`src/hw/rtl/vlbs_pkg.sv`:
```
package vlbs_pkg;

    localparam int MAX_LINE_WIDTH   = 16384;
    localparam int WINDOW           = 121;
    localparam int HALF_WINDOW      = WINDOW / 2;

    localparam int CFG_W            = 15;
    localparam int LINE_WIDTH_RESET = 13680;
    localparam int PIX_W            = 8;
    localparam int SUM_W            = 15;

    // Column index, effective width, ring row and line counter widths.
    localparam int CW  = $clog2(MAX_LINE_WIDTH);
    localparam int WW  = $clog2(MAX_LINE_WIDTH + 1);
    localparam int RW  = $clog2(WINDOW);
    localparam int LRW = $clog2(WINDOW + 1);

    localparam int RING_DEPTH = WINDOW * MAX_LINE_WIDTH;
    localparam int RA         = $clog2(RING_DEPTH);

    localparam int OUT_DEPTH = 4;
    localparam int PTR_W     = $clog2(OUT_DEPTH);
    localparam int LVL_W     = $clog2(OUT_DEPTH + 1);

    // Division by WINDOW as a multiply by a rounded-up reciprocal. The shift leaves
    // an error below one over WINDOW for every sum that fits in SUM_W bits.
    localparam int DIV_SHIFT = SUM_W + $clog2(WINDOW);
    localparam int DIV_MUL   = ((1 << DIV_SHIFT) + WINDOW - 1) / WINDOW;
    localparam int MUL_W     = $clog2(DIV_MUL + 1);
    localparam int PROD_W    = SUM_W + MUL_W;

    typedef enum logic [1:0] {
        ACT_PIXEL     = 2'd0,
        ACT_FLUSH     = 2'd1,
        ACT_NEW_FRAME = 2'd2
    } t_action;

    typedef struct packed {
        t_action            action;
        logic [PIX_W-1:0]   pixel;
    } t_in_word;

    typedef struct packed {
        logic [PIX_W-1:0]   value;
        logic               smoothed;
        logic               end_of_line;
    } t_out_word;

    // One accepted item after address generation, ready for the memory stage.
    typedef struct packed {
        logic               valid;
        logic               is_pixel;
        logic [PIX_W-1:0]   pixel;
        logic [CW-1:0]      col;
        logic [RA-1:0]      ring_rd_addr;
        logic [RA-1:0]      ring_wr_addr;
        logic               use_sum;
        logic               subtract;
        logic               has_result;
        logic               smoothed;
        logic               eol;
    } t_issue;

    // Result of the memory stage, before the average is formed.
    typedef struct packed {
        logic               valid;
        logic [SUM_W-1:0]   full;
        logic [PIX_W-1:0]   raw;
        logic               smoothed;
        logic               eol;
    } t_calc;

endpackage

```
`src/hw/rtl/vlbs_out_stage.sv`:
```
module vlbs_out_stage (
    input  logic                        i_clk,
    input  logic                        i_rst_n,
    input  vlbs_pkg::t_calc             i_calc,
    input  logic                        i_out_stall,
    output logic                        o_out_valid,
    output vlbs_pkg::t_out_word         o_out_word,
    output logic [vlbs_pkg::LVL_W-1:0]  o_level
);
    import vlbs_pkg::*;

    t_calc            r_s2;
    t_out_word        r_fifo [OUT_DEPTH];
    logic [PTR_W-1:0] r_wr_ptr;
    logic [PTR_W-1:0] r_rd_ptr;
    logic [LVL_W-1:0] r_count;

    logic [PROD_W-1:0] prod;
    t_out_word         push_word;
    logic              push;
    logic              pop;

    always_ff @(posedge i_clk) begin
        if (!i_rst_n) begin
            r_s2 <= '0;
        end else begin
            r_s2 <= i_calc;
        end
    end

    assign prod = PROD_W'(r_s2.full) * PROD_W'(DIV_MUL);

    always_comb begin
        push_word.value       = r_s2.smoothed ? prod[DIV_SHIFT +: PIX_W] : r_s2.raw;
        push_word.smoothed    = r_s2.smoothed;
        push_word.end_of_line = r_s2.eol;
    end

    assign push = r_s2.valid;
    assign pop  = o_out_valid && !i_out_stall;

    always_ff @(posedge i_clk) begin
        if (push) begin
            r_fifo[r_wr_ptr] <= push_word;
        end
    end

    always_ff @(posedge i_clk) begin
        if (!i_rst_n) begin
            r_wr_ptr <= '0;
            r_rd_ptr <= '0;
            r_count  <= '0;
        end else begin
            if (push) begin
                r_wr_ptr <= (r_wr_ptr == PTR_W'(OUT_DEPTH - 1)) ? '0 : r_wr_ptr + PTR_W'(1);
            end
            if (pop) begin
                r_rd_ptr <= (r_rd_ptr == PTR_W'(OUT_DEPTH - 1)) ? '0 : r_rd_ptr + PTR_W'(1);
            end
            if (push && !pop) begin
                r_count <= r_count + LVL_W'(1);
            end else if (pop && !push) begin
                r_count <= r_count - LVL_W'(1);
            end
        end
    end

    assign o_out_valid = (r_count != '0);
    assign o_out_word  = r_fifo[r_rd_ptr];
    assign o_level     = r_count + LVL_W'(r_s2.valid);

`ifndef ASSERT_OFF
    a_no_overflow: assert property (@(posedge i_clk) disable iff (!i_rst_n)
        (push && !pop) |-> (r_count < LVL_W'(OUT_DEPTH)))
        else $error("output queue overflow");

    a_push_shows: assert property (@(posedge i_clk) disable iff (!i_rst_n)
        push |=> o_out_valid)
        else $error("pushed word not presented");
`endif

endmodule

```
`config.mk`:
```
export PLATFORM = sky130hd
export DESIGN_NAME = vlbs_out_stage
export DESIGN_NICKNAME = d
export VERILOG_FILES = /design/src/hw/rtl/vlbs_pkg.sv /design/src/hw/rtl/vlbs_out_stage.sv
export SDC_FILE = /design/constraint.sdc
export NUM_CORES = 1
export LEC_CHECK = 0
export BUFFER_PORTS_ARGS = -buffer_cell sky130_fd_sc_hd__buf_4
export CORE_MARGIN = 2
export CORE_UTILIZATION = 60
export CTS_BUF_LIST = sky130_fd_sc_hd__clkbuf_4 sky130_fd_sc_hd__clkbuf_8 sky130_fd_sc_hd__clkbuf_16
export CTS_CLUSTER_DIAMETER = 40
export DETAILED_ROUTE_END_ITERATION = 8
export HOLD_SLACK_MARGIN = 0.05
export MAX_ROUTING_LAYER = met4
export PLACE_DENSITY = 0.86
export SETUP_SLACK_MARGIN = 0.15
export SLEW_MARGIN = 20
export SYNTH_ARGS = -nofsm -noshare
export SYNTH_HDL_FRONTEND = slang
export SYNTH_SLANG_ARGS = --single-unit
```
`constraint.sdc`:
```
create_clock -name i_clk -period 8.3 [get_ports i_clk]
set_input_delay 1.66 -clock i_clk [delete_from_list [all_inputs] [get_ports i_clk]]
set_output_delay 1.66 -clock i_clk [all_outputs]
set_load 0.02 [all_outputs]
```
## After elaboration in Yosys (flattened, before gate mapping)

Memory sizes are Yosys's and may differ from the RTL's. A register that Yosys moved wholly into a read port is not among the register bits.
Index checks and enable logic that the tools add are counted.

| operators by class | value |
|---|---|
| add/subtract/negate cells | 5 |
| multipliers | 1 |
| equality and inequality tests | 2 |
| mux-type cells | 9 |
| reduce and logical (&&, ||, !) cells | 8 |

Operator list:

| kind | number |
|---|---|
| $mul 15x13->27 const B | 1 |
| $mux 2 | 4 |
| $mux 8 | 1 |
| $mux 3 | 2 |
| $add 2x1->2 const B | 2 |
| $eq 2x2->1 const B | 2 |
| $add 3x1->3 | 1 |
| $add 3x1->3 const B | 1 |
| $logic_and 1x1->1 | 3 |
| $logic_not 1->1 | 3 |
| $reduce_bool 3->1 | 1 |
| $sub 3x1->3 const B | 1 |
| $mux 1 | 2 |
| $reduce_bool 2->1 | 1 |

| storage, ports and cells | value |
|---|---|
| register bits after elaboration | 33 |
| RAM bits | 40 |
| input port bits | 29 |
| word-level logic and storage cells | 34 |
| memories | 1 |

Memories:

| name | words | bits a word | read ports | clocked after memory_dff | wr ports | RTL line | source |
|---|---|---|---|---|---|---|---|
| r_fifo | 4 | 10 | 1 | 1 | 1 | vlbs_out_stage.sv:13 | `t_out_word r_fifo [OUT_DEPTH];` |

## Logic depth before layout (Yosys ltp)

| logic depth | value |
|---|---|
| depth in word-level cells | 5 |
| depth in mapped cells | 19 |

## Worst setup path before layout

Ideal clock, no wire load.

| timing path | value |
|---|---|
| kind | register to register |
| start | register r_s2[19] in the netlist's numbering |
| end | memory r_fifo[0][6] in the netlist's numbering (data pin) |
| library setup time | 0.187 ns |
| data arrival time | 4.398 ns |
| data required time | 8.113 ns |
| slack | 3.714 ns |
| cell stages (with the launch flop) | 17 |
| clock period less this slack | 4.586 ns |
| path through | dfxtp_1 -> ha_1 -> inv_1 -> fa_1 -> fa_1 -> inv_1 -> fa_1 -> inv_1 -> fa_1 -> inv_1 -> ha_1 -> a21oi_4 -> o211ai_4 -> a221oi_4 -> a2111oi_1 -> or3_1 -> a31oi_1 |

RTL lines:

| what | RTL line | source |
|---|---|---|
| start, declared | vlbs_out_stage.sv:12 | `t_calc r_s2;` |
| start signal, assigned | vlbs_out_stage.sv:27 | `r_s2 <= i_calc;` |
| end, declared | vlbs_out_stage.sv:13 |  |

==> impl_results.md <==
* Commonest non-fill, non-tap cell in the layout: inv_1
* Top FF cell, synth: edfxtp_1
* Flop pwr share at 31.9%
* Final ANT Viol Nets at 0
* Outcome: finished, final reports clean
* Critical Path Source: r_s2[19]
* Post-Route Utilization at 68.0%
* DR vias at 3,909
* Fin Setup TNS at 0 ns
* Worst rel slew slack at 53.3%
* Initial Utilization at 61.6%
* Core ar. at 0.00977 mm2
* Avg WL per Cell at 15.1 um
* Combinational power share at 50.3%
* Reg-to-Reg Start: r_s2[19]
* Avg Synthesized Cell Area at 11.0 um2
* Share of layout cells above drive strength 1 at 13.2%
* Sw frac at 41.4%
* CP endpoint kind: register
* Yosys warns at 0
* Final setup viols at 0
* Worst hold margin at 0.484 ns
* Num rows at 36
* Syn Inst Count at 547
* Total gr overflow at 0
* RSZ-0062 raised after global routing: false
* Area Growth Syn to Fin at 10.4%
* Die width at roughly 100 um
* CTS tree: yes
* Most frequent cells in the layout: inv_1, ha_1, fa_1
* Slew Limit Fails at 0
* Sequential share of the synthesized area at 31.6%
* Hold path depth at 0
* Leading area contributor after synthesis: edfxtp_1
* First-pass GRT wire length at around 20,000 um
* Vias per inst at approximately 5.4
* TritonRoute pass-1 iters at 5
* Total die area at 0.0109 mm2
* Register-to-Register Path Depth at 16
* Clk pwr share at 17.8%
* Psw at around 600 uW
* Worst path max stage delay at roughly 0.53 ns
* Number of global-route vias before repair at roughly 4.4k
* Initial antenna violation count at 0
* I/O Pins at 43
* CP max FO at 5
* Drc violations at 0
* Fin Clk Skew at 0.0170 ns
* Data required, critical path at 8.38 ns
* Die height at 104 um
* CTS Buffer Depth at 2
* Clk slew on worst S/H paths at 0.08 ns
* Sink Count at 75
* Final Net Count at approximately 770
* Root Buffer: clkbuf_8
* Nature of the critical path startpoint: register
* PortBufs at 42
* Hold Vio Cnt, Final at 0
* Hold Crit Class: reg -> reg
* Worst-skew pair later-pin latency at 0.36 ns
* Syn Std Cell Area at ~0.0060 mm2
* Largest net degree at the start of global routing at 34
* Post-synth ARST share at 0%
* First-iteration detailed-routing DRC count at 208
* # resized after CTS at 0
* Setup slack, reg-to-reg at between 3 and 4 ns
* Area share of the largest cell type after synthesis at about a fifth
* Gpl congestion at ~0.93
* CP Cell Sequence: ha_1, inv_1, fa_1, fa_1, inv_1, fa_1, inv_1, fa_1, inv_1, ha_1, a21oi_4, o211ai_4, a221oi_4, nor3_1, o21a_1, o31ai_1
* PwrDens at between 200 and 250 mW/mm2
* Pint at between 800 and 900 uW
* Yosys cell types at 47
* Achievable Freq at 195 MHz
* Final HPWL DP at 9020 um
* Top post-synthesis cells by area: edfxtp_1, fa_1, ha_1
* MaxCap Viol Count at 0
* Tcrit/Tclk final at between 60% and 70%
* Final period demand of the worst path at ~5.1 ns
* Antenna Cells at 0
* Fillers at 760
* Setup CP Type: reg -> reg
* Routed WL at 11,000 um
* Tot GR Track Use at 23.7%
* Post-synth EDFFs at 40
* Crit path to: r_fifo[1][8]
* Worst path slowest cell: dfxtp_1
* Htree depth at 3
* Lkg Pwr at 3.19 nW
* Worst EP arrival at 5.21 ns
* Max VDD drop at 146 uV
* Cts hold-fix bufs at 0
* FF-to-FF End: r_fifo[1][8]
* Synth Register Bits at 75
* Worst-Margin Slew at 0.700 ns
* Cts bufs inserted at 9
* Total setup buffers inserted after CTS at 0
* Post-Syn Nets at 724
## through the flow
| step | std cells | setup slack [ns] | instance area, um2 | power (mW) |
|---|---|---|---|---|
| 2_1_floorplan | 547 | 3.71 | 6020 | 1.00 |
| 3_3_place_gp | 714 | 3.30 | 6470 | 1.16 |
| 3_5_place_dp | 714 | 3.19 | 6470 | 1.19 |
| 4_1_cts | 730 | 3.17 | 6650 | 1.44 |
| 5_1_grt | 730 | 2.93 | 6650 | 1.57 |
| 6_report | 730 | 3.17 | 6650 | 1.43 |
## state kept, by name, summed over array words and instances (netlist names), named ones only
name and count:
push 1, r_fifo 40, r_rd_ptr 2, push_word 2
r_s2 23, r_wr_ptr 2, r_count 3
## synth_stat cells, types with 4 or more instances
cell        n
a21oi_1    13
and2_1     32
clkbuf_1    5
dfxtp_1    35
edfxtp_1   40
fa_1       58
ha_1       90
inv_1     145
mux2i_1     4
mux4_2     10
nand2_1    12
nand3_1    13
nand4_1     4
nor2_1     13
nor2b_1     6
nor3_1      6
o21ai_0     7
o31ai_1     4
or3_1       4
## kinds of logic after synthesis
| family | synth area share [%] |
|---|---|
| fa+ha+maj | 38.0 |
| xor+xnor | 0.873 |
| buf+inv | 9.58 |
| flops | 31.6 |
| compound gates | 6.34 |
| simple gates | 8.87 |
| mux | 4.78 |
## power by group through the flow
stage / logic, mW / registers, mW / clock network, mW
6_report: 0.719 / 0.457 / 0.254
3_5_place_dp: 0.721 / 0.467 / 0
4_1_cts: 0.726 / 0.458 / 0.259
2_1_floorplan: 0.560 / 0.444 / 0
3_3_place_gp: 0.692 / 0.466 / 0
5_1_grt: 0.827 / 0.463 / 0.278
## worst max-delay path, delay by kind of cell (launching register included)
family                   cells  cell delay [ns]
flip-flops                   1             0.53
AO/OA/AOI/OAI                5             1.33
AND/OR/NAND/NOR              1             0.12
adder cells (fa/ha/maj)      6             2.65
buffers and inverters        4             0.22
## cell type report
type | count | area [um2] | share of cell area, %
Multi-Input combinational cell | 319 | 3540 | 53.3
Sequential cell | 75 | 1900 | 28.6
Inverter | 145 | 544 | 8.19
Timing Repair Buffer | 42 | 315 | 4.74
Tap cell | 133 | 166 | 2.50
Clock buffer | 9 | 124 | 1.86
Clock inverter | 7 | 52.6 | 0.791
## worst min path at each step
stage,start,to,slack (ns)
final,push_word[0],r_fifo[3][0],0.48
after global routing,push_word[0],r_fifo[1][0],0.52
after CTS,push_word[0],r_fifo[3][0],0.49
after detailed placement,push_word[0],r_fifo[2][0],0.47
after global placement,push_word[0],r_fifo[3][0],0.45
after floorplan,push_word[0],r_fifo[0][0],0.44
## routing by layer
layer	global-route usage, %	wire length (um)	vias up
li1	-	-	1873
met1	29.9	4910	1922
met4	5.50	177	0
met2	40.1	5460	92
met3	4.20	480	22
met5	-	0	-
No activity file was read; power rests on OpenSTA's default activity.
