`src/hw/rtl/vlbs_pkg.sv`:
```
package vlbs_pkg;

    localparam int MAX_LINE_WIDTH   = 16384;
    localparam int WINDOW           = 121;
    localparam int HALF_WINDOW      = WINDOW / 2;

    localparam int CFG_W            = 15;
    localparam int LINE_WIDTH_RESET = 13680;
    localparam int PIX_W            = 8;
    localparam int SUM_W            = 15;

    // Column index, effective width, ring row and line counter widths.
    localparam int CW  = $clog2(MAX_LINE_WIDTH);
    localparam int WW  = $clog2(MAX_LINE_WIDTH + 1);
    localparam int RW  = $clog2(WINDOW);
    localparam int LRW = $clog2(WINDOW + 1);

    localparam int RING_DEPTH = WINDOW * MAX_LINE_WIDTH;
    localparam int RA         = $clog2(RING_DEPTH);

    localparam int OUT_DEPTH = 4;
    localparam int PTR_W     = $clog2(OUT_DEPTH);
    localparam int LVL_W     = $clog2(OUT_DEPTH + 1);

    // Division by WINDOW as a multiply by a rounded-up reciprocal. The shift leaves
    // an error below one over WINDOW for every sum that fits in SUM_W bits.
    localparam int DIV_SHIFT = SUM_W + $clog2(WINDOW);
    localparam int DIV_MUL   = ((1 << DIV_SHIFT) + WINDOW - 1) / WINDOW;
    localparam int MUL_W     = $clog2(DIV_MUL + 1);
    localparam int PROD_W    = SUM_W + MUL_W;

    typedef enum logic [1:0] {
        ACT_PIXEL     = 2'd0,
        ACT_FLUSH     = 2'd1,
        ACT_NEW_FRAME = 2'd2
    } t_action;

    typedef struct packed {
        t_action            action;
        logic [PIX_W-1:0]   pixel;
    } t_in_word;

    typedef struct packed {
        logic [PIX_W-1:0]   value;
        logic               smoothed;
        logic               end_of_line;
    } t_out_word;

    // One accepted item after address generation, ready for the memory stage.
    typedef struct packed {
        logic               valid;
        logic               is_pixel;
        logic [PIX_W-1:0]   pixel;
        logic [CW-1:0]      col;
        logic [RA-1:0]      ring_rd_addr;
        logic [RA-1:0]      ring_wr_addr;
        logic               use_sum;
        logic               subtract;
        logic               has_result;
        logic               smoothed;
        logic               eol;
    } t_issue;

    // Result of the memory stage, before the average is formed.
    typedef struct packed {
        logic               valid;
        logic [SUM_W-1:0]   full;
        logic [PIX_W-1:0]   raw;
        logic               smoothed;
        logic               eol;
    } t_calc;

endpackage

```
`src/hw/rtl/vlbs_ctrl.sv`:
```
module vlbs_ctrl (
    input  logic                        i_clk,
    input  logic                        i_rst_n,
    input  logic                        i_cfg_write,
    input  logic [vlbs_pkg::CFG_W-1:0]  i_cfg_data,
    input  logic                        i_accept,
    input  vlbs_pkg::t_in_word          i_word,
    output vlbs_pkg::t_issue            o_issue
);
    import vlbs_pkg::*;

    logic [CFG_W-1:0] r_line_width;
    logic [CW-1:0]    r_col,            n_col;
    logic [RW-1:0]    r_ring_row,       n_ring_row;
    logic [LRW-1:0]   r_lines_received, n_lines_received;
    logic [RW-1:0]    r_flush_row,      n_flush_row;
    logic [CW-1:0]    r_flush_col,      n_flush_col;
    logic [LRW-1:0]   r_lines_pending,  n_lines_pending;

    logic [WW-1:0]    eff_width;
    logic             eol_pixel;
    logic             eol_flush;
    logic             win_full;
    logic [RW-1:0]    rd_row;
    logic [RW-1:0]    next_row;
    logic [LRW-1:0]   lines_inc;
    logic [LRW-1:0]   pend_new;

    function automatic logic [RW-1:0] row_inc(input logic [RW-1:0] row);
        return (row == RW'(WINDOW - 1)) ? '0 : row + RW'(1);
    endfunction

    function automatic logic [RW-1:0] row_sub(input logic [RW-1:0] row,
                                              input logic [LRW-1:0] n);
        int t;
        t = int'(row) - int'(n);
        if (t < 0) begin
            t = t + WINDOW;
        end
        return RW'(t);
    endfunction

    function automatic logic [RA-1:0] ring_addr(input logic [RW-1:0] row,
                                                input logic [CW-1:0] col);
        return RA'(row) * RA'(MAX_LINE_WIDTH) + RA'(col);
    endfunction

    always_comb begin
        if (r_line_width == '0) begin
            eff_width = WW'(1);
        end else if (int'(r_line_width) > MAX_LINE_WIDTH) begin
            eff_width = WW'(MAX_LINE_WIDTH);
        end else begin
            eff_width = WW'(r_line_width);
        end
    end

    assign eol_pixel = (WW'(r_col) + WW'(1)) >= eff_width;
    assign eol_flush = (WW'(r_flush_col) + WW'(1)) >= eff_width;
    assign win_full  = r_lines_received >= LRW'(WINDOW - 1);
    assign next_row  = row_inc(r_ring_row);
    assign lines_inc = (r_lines_received < LRW'(WINDOW)) ? r_lines_received + LRW'(1)
                                                         : r_lines_received;
    assign pend_new  = (lines_inc < LRW'(HALF_WINDOW)) ? lines_inc : LRW'(HALF_WINDOW);
    // Once the window is full the oldest line is read for subtraction; before that
    // the center line is read for raw output.
    assign rd_row    = win_full ? next_row : row_sub(r_ring_row, LRW'(HALF_WINDOW));

    always_comb begin
        n_col            = r_col;
        n_ring_row       = r_ring_row;
        n_lines_received = r_lines_received;
        n_flush_row      = r_flush_row;
        n_flush_col      = r_flush_col;
        n_lines_pending  = r_lines_pending;
        o_issue          = '0;

        if (i_accept) begin
            unique case (i_word.action)
                ACT_PIXEL: begin
                    o_issue.valid        = 1'b1;
                    o_issue.is_pixel     = 1'b1;
                    o_issue.pixel        = i_word.pixel;
                    o_issue.col          = r_col;
                    o_issue.ring_rd_addr = ring_addr(rd_row, r_col);
                    o_issue.ring_wr_addr = ring_addr(r_ring_row, r_col);
                    o_issue.use_sum      = (r_lines_received != '0);
                    o_issue.subtract     = win_full;
                    o_issue.has_result   = r_lines_received >= LRW'(HALF_WINDOW);
                    o_issue.smoothed     = win_full;
                    o_issue.eol          = eol_pixel;

                    if (r_lines_received == '0 && r_col == '0) begin
                        n_lines_pending = '0;
                        n_flush_col     = '0;
                    end
                    if (eol_pixel) begin
                        n_col            = '0;
                        n_ring_row       = next_row;
                        n_lines_received = lines_inc;
                        n_lines_pending  = pend_new;
                        n_flush_row      = row_sub(next_row, pend_new);
                        n_flush_col      = '0;
                    end else begin
                        n_col = r_col + CW'(1);
                    end
                end
                ACT_FLUSH: begin
                    n_lines_received = '0;
                    n_col            = '0;
                    if (r_lines_pending != '0) begin
                        o_issue.valid        = 1'b1;
                        o_issue.col          = r_flush_col;
                        o_issue.ring_rd_addr = ring_addr(r_flush_row, r_flush_col);
                        o_issue.has_result   = 1'b1;
                        o_issue.eol          = eol_flush;
                        if (eol_flush) begin
                            n_flush_col     = '0;
                            n_flush_row     = row_inc(r_flush_row);
                            n_lines_pending = r_lines_pending - LRW'(1);
                        end else begin
                            n_flush_col = r_flush_col + CW'(1);
                        end
                    end
                end
                ACT_NEW_FRAME: begin
                    n_col            = '0;
                    n_ring_row       = '0;
                    n_lines_received = '0;
                    n_flush_row      = '0;
                    n_flush_col      = '0;
                    n_lines_pending  = '0;
                end
                default: begin
                end
            endcase
        end
    end

    always_ff @(posedge i_clk) begin
        if (!i_rst_n) begin
            r_line_width     <= CFG_W'(LINE_WIDTH_RESET);
            r_col            <= '0;
            r_ring_row       <= '0;
            r_lines_received <= '0;
            r_flush_row      <= '0;
            r_flush_col      <= '0;
            r_lines_pending  <= '0;
        end else begin
            if (i_cfg_write) begin
                r_line_width <= i_cfg_data;
            end
            r_col            <= n_col;
            r_ring_row       <= n_ring_row;
            r_lines_received <= n_lines_received;
            r_flush_row      <= n_flush_row;
            r_flush_col      <= n_flush_col;
            r_lines_pending  <= n_lines_pending;
        end
    end

`ifndef ASSERT_OFF
    a_flush_ends_frame: assert property (@(posedge i_clk) disable iff (!i_rst_n)
        (i_accept && i_word.action == ACT_FLUSH) |=> (r_lines_received == '0))
        else $error("flush did not end the frame");

    a_eol_wraps_col: assert property (@(posedge i_clk) disable iff (!i_rst_n)
        (o_issue.valid && o_issue.is_pixel && o_issue.eol) |=> (r_col == '0))
        else $error("column did not wrap at end of line");

    a_rows_in_range: assert property (@(posedge i_clk) disable iff (!i_rst_n)
        (r_ring_row < RW'(WINDOW)) && (r_flush_row < RW'(WINDOW))
        && (r_lines_pending <= LRW'(HALF_WINDOW)))
        else $error("ring row or pending line count out of range");
`endif

endmodule

```
`config.mk`:
```
export PLATFORM = sky130hd
export DESIGN_NAME = vlbs_ctrl
export DESIGN_NICKNAME = d
export VERILOG_FILES = /design/src/hw/rtl/vlbs_pkg.sv /design/src/hw/rtl/vlbs_ctrl.sv
export SDC_FILE = /design/constraint.sdc
export NUM_CORES = 1
export LEC_CHECK = 0
export BUFFER_PORTS_ARGS = -buffer_cell sky130_fd_sc_hd__buf_2
export CAP_MARGIN = 0
export CELL_PAD_IN_SITES_DETAIL_PLACEMENT = 1
export CELL_PAD_IN_SITES_GLOBAL_PLACEMENT = 1
export CORE_UTILIZATION = 47
export CTS_BUF_LIST = sky130_fd_sc_hd__clkbuf_8
export CTS_CLUSTER_DIAMETER = 200
export CTS_CLUSTER_SIZE = 14
export DETAILED_ROUTE_END_ITERATION = 8
export PLACE_DENSITY = 0.89
export RECOVER_POWER = 100
export SYNTH_ARGS = -nofsm -noshare
export SYNTH_HDL_FRONTEND = slang
export SYNTH_SLANG_ARGS = --single-unit
```
`constraint.sdc`:
```
create_clock -name i_clk -period 10.05 [get_ports i_clk]
set_input_delay 0.5025 -clock i_clk [delete_from_list [all_inputs] [get_ports i_clk]]
set_output_delay 0.5025 -clock i_clk [all_outputs]
set_load 0.02 [all_outputs]
```
## Word-level counts from Yosys, hierarchy flattened

Cells that the tools add are included.

| word-level totals | value |
|---|---|
| output and inout port bits | 71 |
| input port bits | 29 |
| word-level logic and storage cells | 96 |
| flip-flop bits (word level) | 71 |

| operators by class | value |
|---|---|
| magnitude comparators | 9 |
| multiplexer cells | 40 |
| equality and inequality tests | 8 |
| add/subtract/negate cells | 15 |
| reductions and logical operators | 17 |

Operator list:

| cell | number |
|---|---|
| $mux 7 | 16 |
| $mux 71 | 1 |
| $mux 14 | 5 |
| $pmux 35 s2 | 1 |
| $add 21x14->21 | 3 |
| $pmux 14 s3 | 1 |
| $pmux 7 s3 | 2 |
| $mux 35 | 1 |
| $add 14x1->15 const B | 2 |
| $ge 15x15->1 | 2 |
| $mux 15 | 2 |
| $add 14x1->14 const B | 2 |
| $pmux 14 s2 | 1 |
| $pmux 7 s2 | 2 |
| $mux 23 | 1 |
| $add 7x1->7 const B | 3 |
| $lt 8x1->1 const B | 2 |
| $gt 15x15->1 const B | 1 |
| $logic_not 15->1 | 1 |
| $add 7x4->7 const B | 2 |
| $eq 7x7->1 const B | 2 |
| $logic_not 14->1 | 1 |
| $reduce_bool 7->1 | 2 |
| $reduce_and 5->1 | 2 |
| other kinds (23) | 31 |

## Logic depth before layout (Yosys ltp)

| depth | value |
|---|---|
| depth after elaboration | 9 |
| gate-level depth with buffers | 17 |
| gate-level depth less buffers | 16 |

## Least setup slack after synthesis

Ideal clock, no wire load.

| path | value |
|---|---|
| path kind | register to register |
| from | register r_lines_received[0] |
| to | register r_flush_row[6] |
| stages on the path, launching flop included | 16 |
| period minus slack after synthesis | 3.385 ns |
| library setup time | 0.114 ns |
| path buffers | 1 |
| data arrival time | 3.271 ns |
| path slack | 6.665 ns |
| required time | 9.936 ns |
| cells stage by stage | dfxtp_1 > ha_1 > clkbuf_2 > or3b_2 > a21oi_1 > o21ai_0 > a211o_1 > o2111a_1 > ha_1 > inv_1 > fa_1 > ha_1 > a211oi_1 > nand3b_1 > xnor2_1 > a21o_1 |

| on the way | value |
|---|---|
| longest elaborated chain between the ends | 9 |
| elaborated cells between the ends (all ways) | 11 |
| classes of those cells | add/sub (3); order compare (3); mux (5) |

RTL lines:

| what | line | text |
|---|---|---|
| from (decl) | vlbs_ctrl.sv:15 | `logic [LRW-1:0] r_lines_received, n_lines_received;` |
| from (signal assigned) | vlbs_ctrl.sv:155 | `r_lines_received <= n_lines_received;` |
| $add 7x1->7 or $lt 7x7->1 (tied branches) | vlbs_ctrl.sv:62 | `assign lines_inc = (r_lines_received < LRW'(WINDOW)) ? r_lines_received + LRW'(1)` |
| $mux 7 * | vlbs_ctrl.sv:62 |  |
| $lt 7x6->1 | vlbs_ctrl.sv:64 | `assign pend_new = (lines_inc < LRW'(HALF_WINDOW)) ? lines_inc : LRW'(HALF_WINDOW);` |
| $mux 7 * | vlbs_ctrl.sv:64 |  |
| $sub 7x7->8 * | vlbs_ctrl.sv:36 | `t = int'(row) - int'(n);` |
| $add 7x4->7 or $lt 8x1->1 (tied branches) | vlbs_ctrl.sv:38, vlbs_ctrl.sv:37 |  |
| $mux 7 * | vlbs_ctrl.sv:37 | `if (t < 0) begin` |
| $mux 7 * | vlbs_ctrl.sv:97 | `if (eol_pixel) begin` |
| $pmux 7 s3 * | vlbs_ctrl.sv:79 | `unique case (i_word.action)` |
| to (signal assigned) | vlbs_ctrl.sv:156 | `r_flush_row <= n_flush_row;` |
| to (decl) | vlbs_ctrl.sv:16 | `logic [RW-1:0] r_flush_row, n_flush_row;` |

Mark *: on every way between the ends. The rest lies on a longest branch, timed or not. The select of a mux whose other input is x is not followed.
A chain may end at the register's enable or synchronous reset.

## Worst setup path after layout

| path | value |
|---|---|
| from | register r_col[2] |
| to | register r_col[10] |

| on the way | value |
|---|---|
| longest elaborated chain between the ends | 4 |
| elaborated cells between the ends (all ways) | 5 |
| classes of those cells | add/sub (2); order compare (1); mux (2) |

RTL lines:

| what | line | text |
|---|---|---|
| from (decl) | vlbs_ctrl.sv:13 | `logic [CW-1:0] r_col, n_col;` |
| from (signal assigned) | vlbs_ctrl.sv:153 | `r_col <= n_col;` |
| $add 14x1->15 | vlbs_ctrl.sv:58 | `assign eol_pixel = (WW'(r_col) + WW'(1)) >= eff_width;` |
| $ge 15x15->1 | vlbs_ctrl.sv:58 |  |
| $mux 14 * | vlbs_ctrl.sv:97 |  |
| $pmux 14 s2 * | vlbs_ctrl.sv:79 |  |

Mark *: on every way between the ends. The rest lies on a longest branch, timed or not.

==> results_dict.tcl <==
set metrics [dict create \
    area_delta_synth_final_pct 7.52 \
    initialDrtViolationCount 609 \
    yosys.area_share.simple_pct 26.8 \
    required_ns 10.36 \
    max_freq_ghz 0.172 \
    synthAdderAreaFrac_pct 11.5 \
    async_flop_share_pct 0 \
    io_pins 100 \
    synth_top_area_cell "dfxtp_1" \
    antenna_left 0 \
    tns_ns 0 \
    post_cts_buffers 0 \
    dp_cells 1044 \
    grt_usage_pct 31.9 \
    muxShareOfSynthArea_pct 3.04 \
    clock-root-buffer "clkbuf_8" \
    drt_wl_total_um 22200 \
    switchingPower_uw 245 \
    hold_viol 0 \
    post_cts_resized 0 \
    top_layer_used "met4" \
    die_height_um 118 \
    fp-row-count 41 \
    ys_seq_area_share_pct 22.6 \
    wl_per_cell_um 20.9 \
    synth_fp_nets 922 \
    relSlewSlack_pct -24.0 \
    synth.distinct_cells 80 \
    grt_pass1_vias 6626 \
    finClkSkew_ns 0.0169 \
    vias 6716 \
    synth_xor_area_share_pct 6.13 \
    synth-compound-area-share_pct 22.7 \
    met2_length_um 10100 \
    htree_num_levels 3 \
    worst_pin_slew_ns 1.86 \
    outcome "complete, but fails checks" \
    p_int_uw 466 \
    portBuffers 99 \
    leakage_nw 2.81 \
    place_congestion 0.947 \
    initial_utilization_pct 49.0 \
    antenna_found_initial 0 \
    syn-cell-area_um2 6290 \
    fin_hold_ws_ns 0.325 \
    setup-violations-final 0 \
    clkTransAtPathRegs_ns 0.10 \
    die_x_um 118 \
    fin_crit_sh_pct 58.0 \
    synth_seq_cells 71 \
    comb_power_share_pct 20.9 \
    drive_above_1_share_pct 7.21 \
    globalRoute.totalOverflow 0 \
    rsz0062_at_grt "false" \
    viasPerCell 6.34 \
    maxCapViolCount 4 \
    reg2reg_from "r_col[2]" \
    synth.avg_cell_area_um2 7.52 \
    synth_top_family_by_area "simple AND/OR/NAND/NOR gates" \
    grt_max_degree 49 \
    cp_max_fo 16 \
    drc 0 \
    cts_tree "yes" \
    synth.area.top_cells "dfxtp_1, ha_1, nor2_1, nand2_1, a21oi_1" \
    final_core_util_pct 52.7 \
    seq_power_share_pct 42.2 \
    violations "capacitance limit, slew limit" \
    grt_pass1_wl_um 35400 \
    route.met3.wl_um 1450 \
    crit_path_start "r_col[2]" \
    peakVddDrop_mv 0.0636 \
    crit_path_end_kind "flip-flop" \
    cts_made_buffers 9 \
    cts_hold_buf 0 \
    ys.flop_type "dfxtp_1" \
    finalMaxSlewViolations 119 \
    diodes 0 \
    synth_edf_count 0 \
    cts_buffer_depth 2 \
    yosys_warnings 0 \
    coreArea_um2 12800 \
    synth_top_area_share_pct 22.6 \
    critPathLaunchType "flip-flop" \
    period_needed_ns 5.83 \
    fill_cells 1715 \
    syn-instance-count 836 \
    crit_type "reg -> reg" \
    clkSinkCount 71 \
    place_hpwl_um 16600 \
    min_from "i_cfg_data[5]" \
    clkPwrFrac_pct 36.9 \
    cp.arrival_ns 6.14 \
    min_path_type "in -> reg" \
    fin_nets 969 \
    switching_share_pct 34.5 \
    m1WireLength_um 9970 \
    total_power_uw 712 \
    dr.pass1.iters 7 \
    clk_latency_ns 0.39 \
    power_density_nw_per_um2 105 \
    fp.dieArea_um2 13800 \
    fin_cells 1060 \
]
==> Yosys cell counts (6+ instances only) <==
cell       n
and3_1    38
nand2b_1  13
nor2_1    89
a22oi_1   29
nand3_1   25
inv_1     32
nand4_1   12
o211ai_1   8
buf_4     20
a21oi_1   51
xor2_1    15
mux2i_1   18
nor4_1    10
ha_1      56
nor3_1    14
and2_1     7
dfxtp_1   71
clkbuf_1  39
nor2b_1    8
o21ai_0   36
nand3b_1   6
o22ai_1   11
or3_1     12
nand2_1   82
xnor2_1   29
a21o_1     9
==> power by group through the flow <==
| stage | logic, mW | clock network [mW] | registers (mW) |
|---|---|---|---|
| after CTS | 0.149 | 0.260 | 0.300 |
| after global placement | 0.139 | 0 | 0.305 |
| after detailed placement | 0.146 | 0 | 0.306 |
| after floorplan | 0.108 | 0 | 0.302 |
| final | 0.149 | 0.263 | 0.300 |
| after global routing | 0.162 | 0.273 | 0.301 |
==> kinds of logic (layout without fill, tap and decap cells) <==
kind of cell	Yosys count	after routing
AOI/OAI and AO/OA	209	209
xor gates and xnor gates	44	44
adders and majority gates	57	57
buffers and inverters	98	150
DFF	71	71
muxes	19	19
other	1	1
and+or+nand+nor	337	337
==> metal layers <==
metal / GRT usage [%] / vias to the layer above
met1: 42.9 / 3300
met5: 0 / -
met3: 4.31 / 52
met2: 51.0 / 279
li1: - / 3085
met4: 13.1 / 0
==> cell usage in the layout, fill, tap and decap left out, types with 4 or more instances in the layout <==
| cell type | Yosys | layout |
|---|---|---|
| a211oi_1 | 5 | 5 |
| a21o_1 | 9 | 9 |
| a21oi_1 | 51 | 52 |
| a22oi_1 | 29 | 29 |
| a31oi_1 | 5 | 5 |
| and2_1 | 7 | 5 |
| and3_1 | 38 | 38 |
| buf_2 | 4 | 30 |
| clkbuf_1 | 39 | 72 |
| clkbuf_8 | 0 | 10 |
| dfxtp_1 | 71 | 71 |
| ha_1 | 56 | 56 |
| inv_1 | 32 | 32 |
| mux2i_1 | 18 | 18 |
| nand2_1 | 82 | 82 |
| nand2b_1 | 13 | 13 |
| nand3_1 | 25 | 25 |
| nand3b_1 | 6 | 6 |
| nand4_1 | 12 | 12 |
| nor2_1 | 89 | 89 |
| nor2b_1 | 8 | 8 |
| nor3_1 | 14 | 15 |
| nor4_1 | 10 | 10 |
| o211ai_1 | 8 | 8 |
| o21ai_0 | 36 | 40 |
| o22ai_1 | 11 | 11 |
| o32ai_1 | 5 | 5 |
| or2_2 | 5 | 5 |
| or3_1 | 12 | 12 |
| or4_1 | 4 | 4 |
| xnor2_1 | 29 | 29 |
| xor2_1 | 15 | 15 |
==> critical path, stage by stage, from the launching register on <==
cell      delay, ns
dfxtp_1        0.51
and3_1         0.24
and2_0         0.23
nand4_1        0.21
nor2_1         0.23
and3_1         0.25
and3_1         0.19
ha_1           0.27
and4_1         0.23
and2_0         0.18
a221oi_1       1.07
nor3b_1        1.53
o21ai_0        0.37
a21oi_1        0.22
==> layout make-up <==
class	instances	area (µm²)	area share, %
clock buffer	10	138	2.04
multi-input combinational	667	4370	64.7
tap	172	215	3.18
timing repair buffer	102	420	6.22
clock inverter	6	73.8	1.09
sequential	71	1420	21.0
inverter	32	120	1.78
==> final timing paths <==
| check | endpoint | slack [ns] | cells past startpoint |
|---|---|---|---|
| setup / recovery | r_col[10] | 4.22 | 13 |
| hold reg to reg | r_lines_pending[5] | 0.49 | 2 |
| hold / removal | r_line_width[5] | 0.32 | 3 |
| setup reg to reg | r_col[10] | 4.22 | 13 |
==> state kept, by name, indices dropped and copies added, names as in the netlist <==
signal and flops:
r_line_width 15, r_col 14, r_flush_col 14, r_flush_row 7, r_lines_pending 7, r_lines_received 7, r_ring_row 7
==> metrics by stage <==
stage          cell area, µm²  worst slack (ns)
2_1_floorplan            6290              6.67
3_3_place_gp             6690              5.95
3_5_place_dp             6690              5.81
4_1_cts                  6900              5.45
5_1_grt                  6760              3.96
6_report                 6760              4.22
Note: power is estimated with default switching activity, not from simulation.
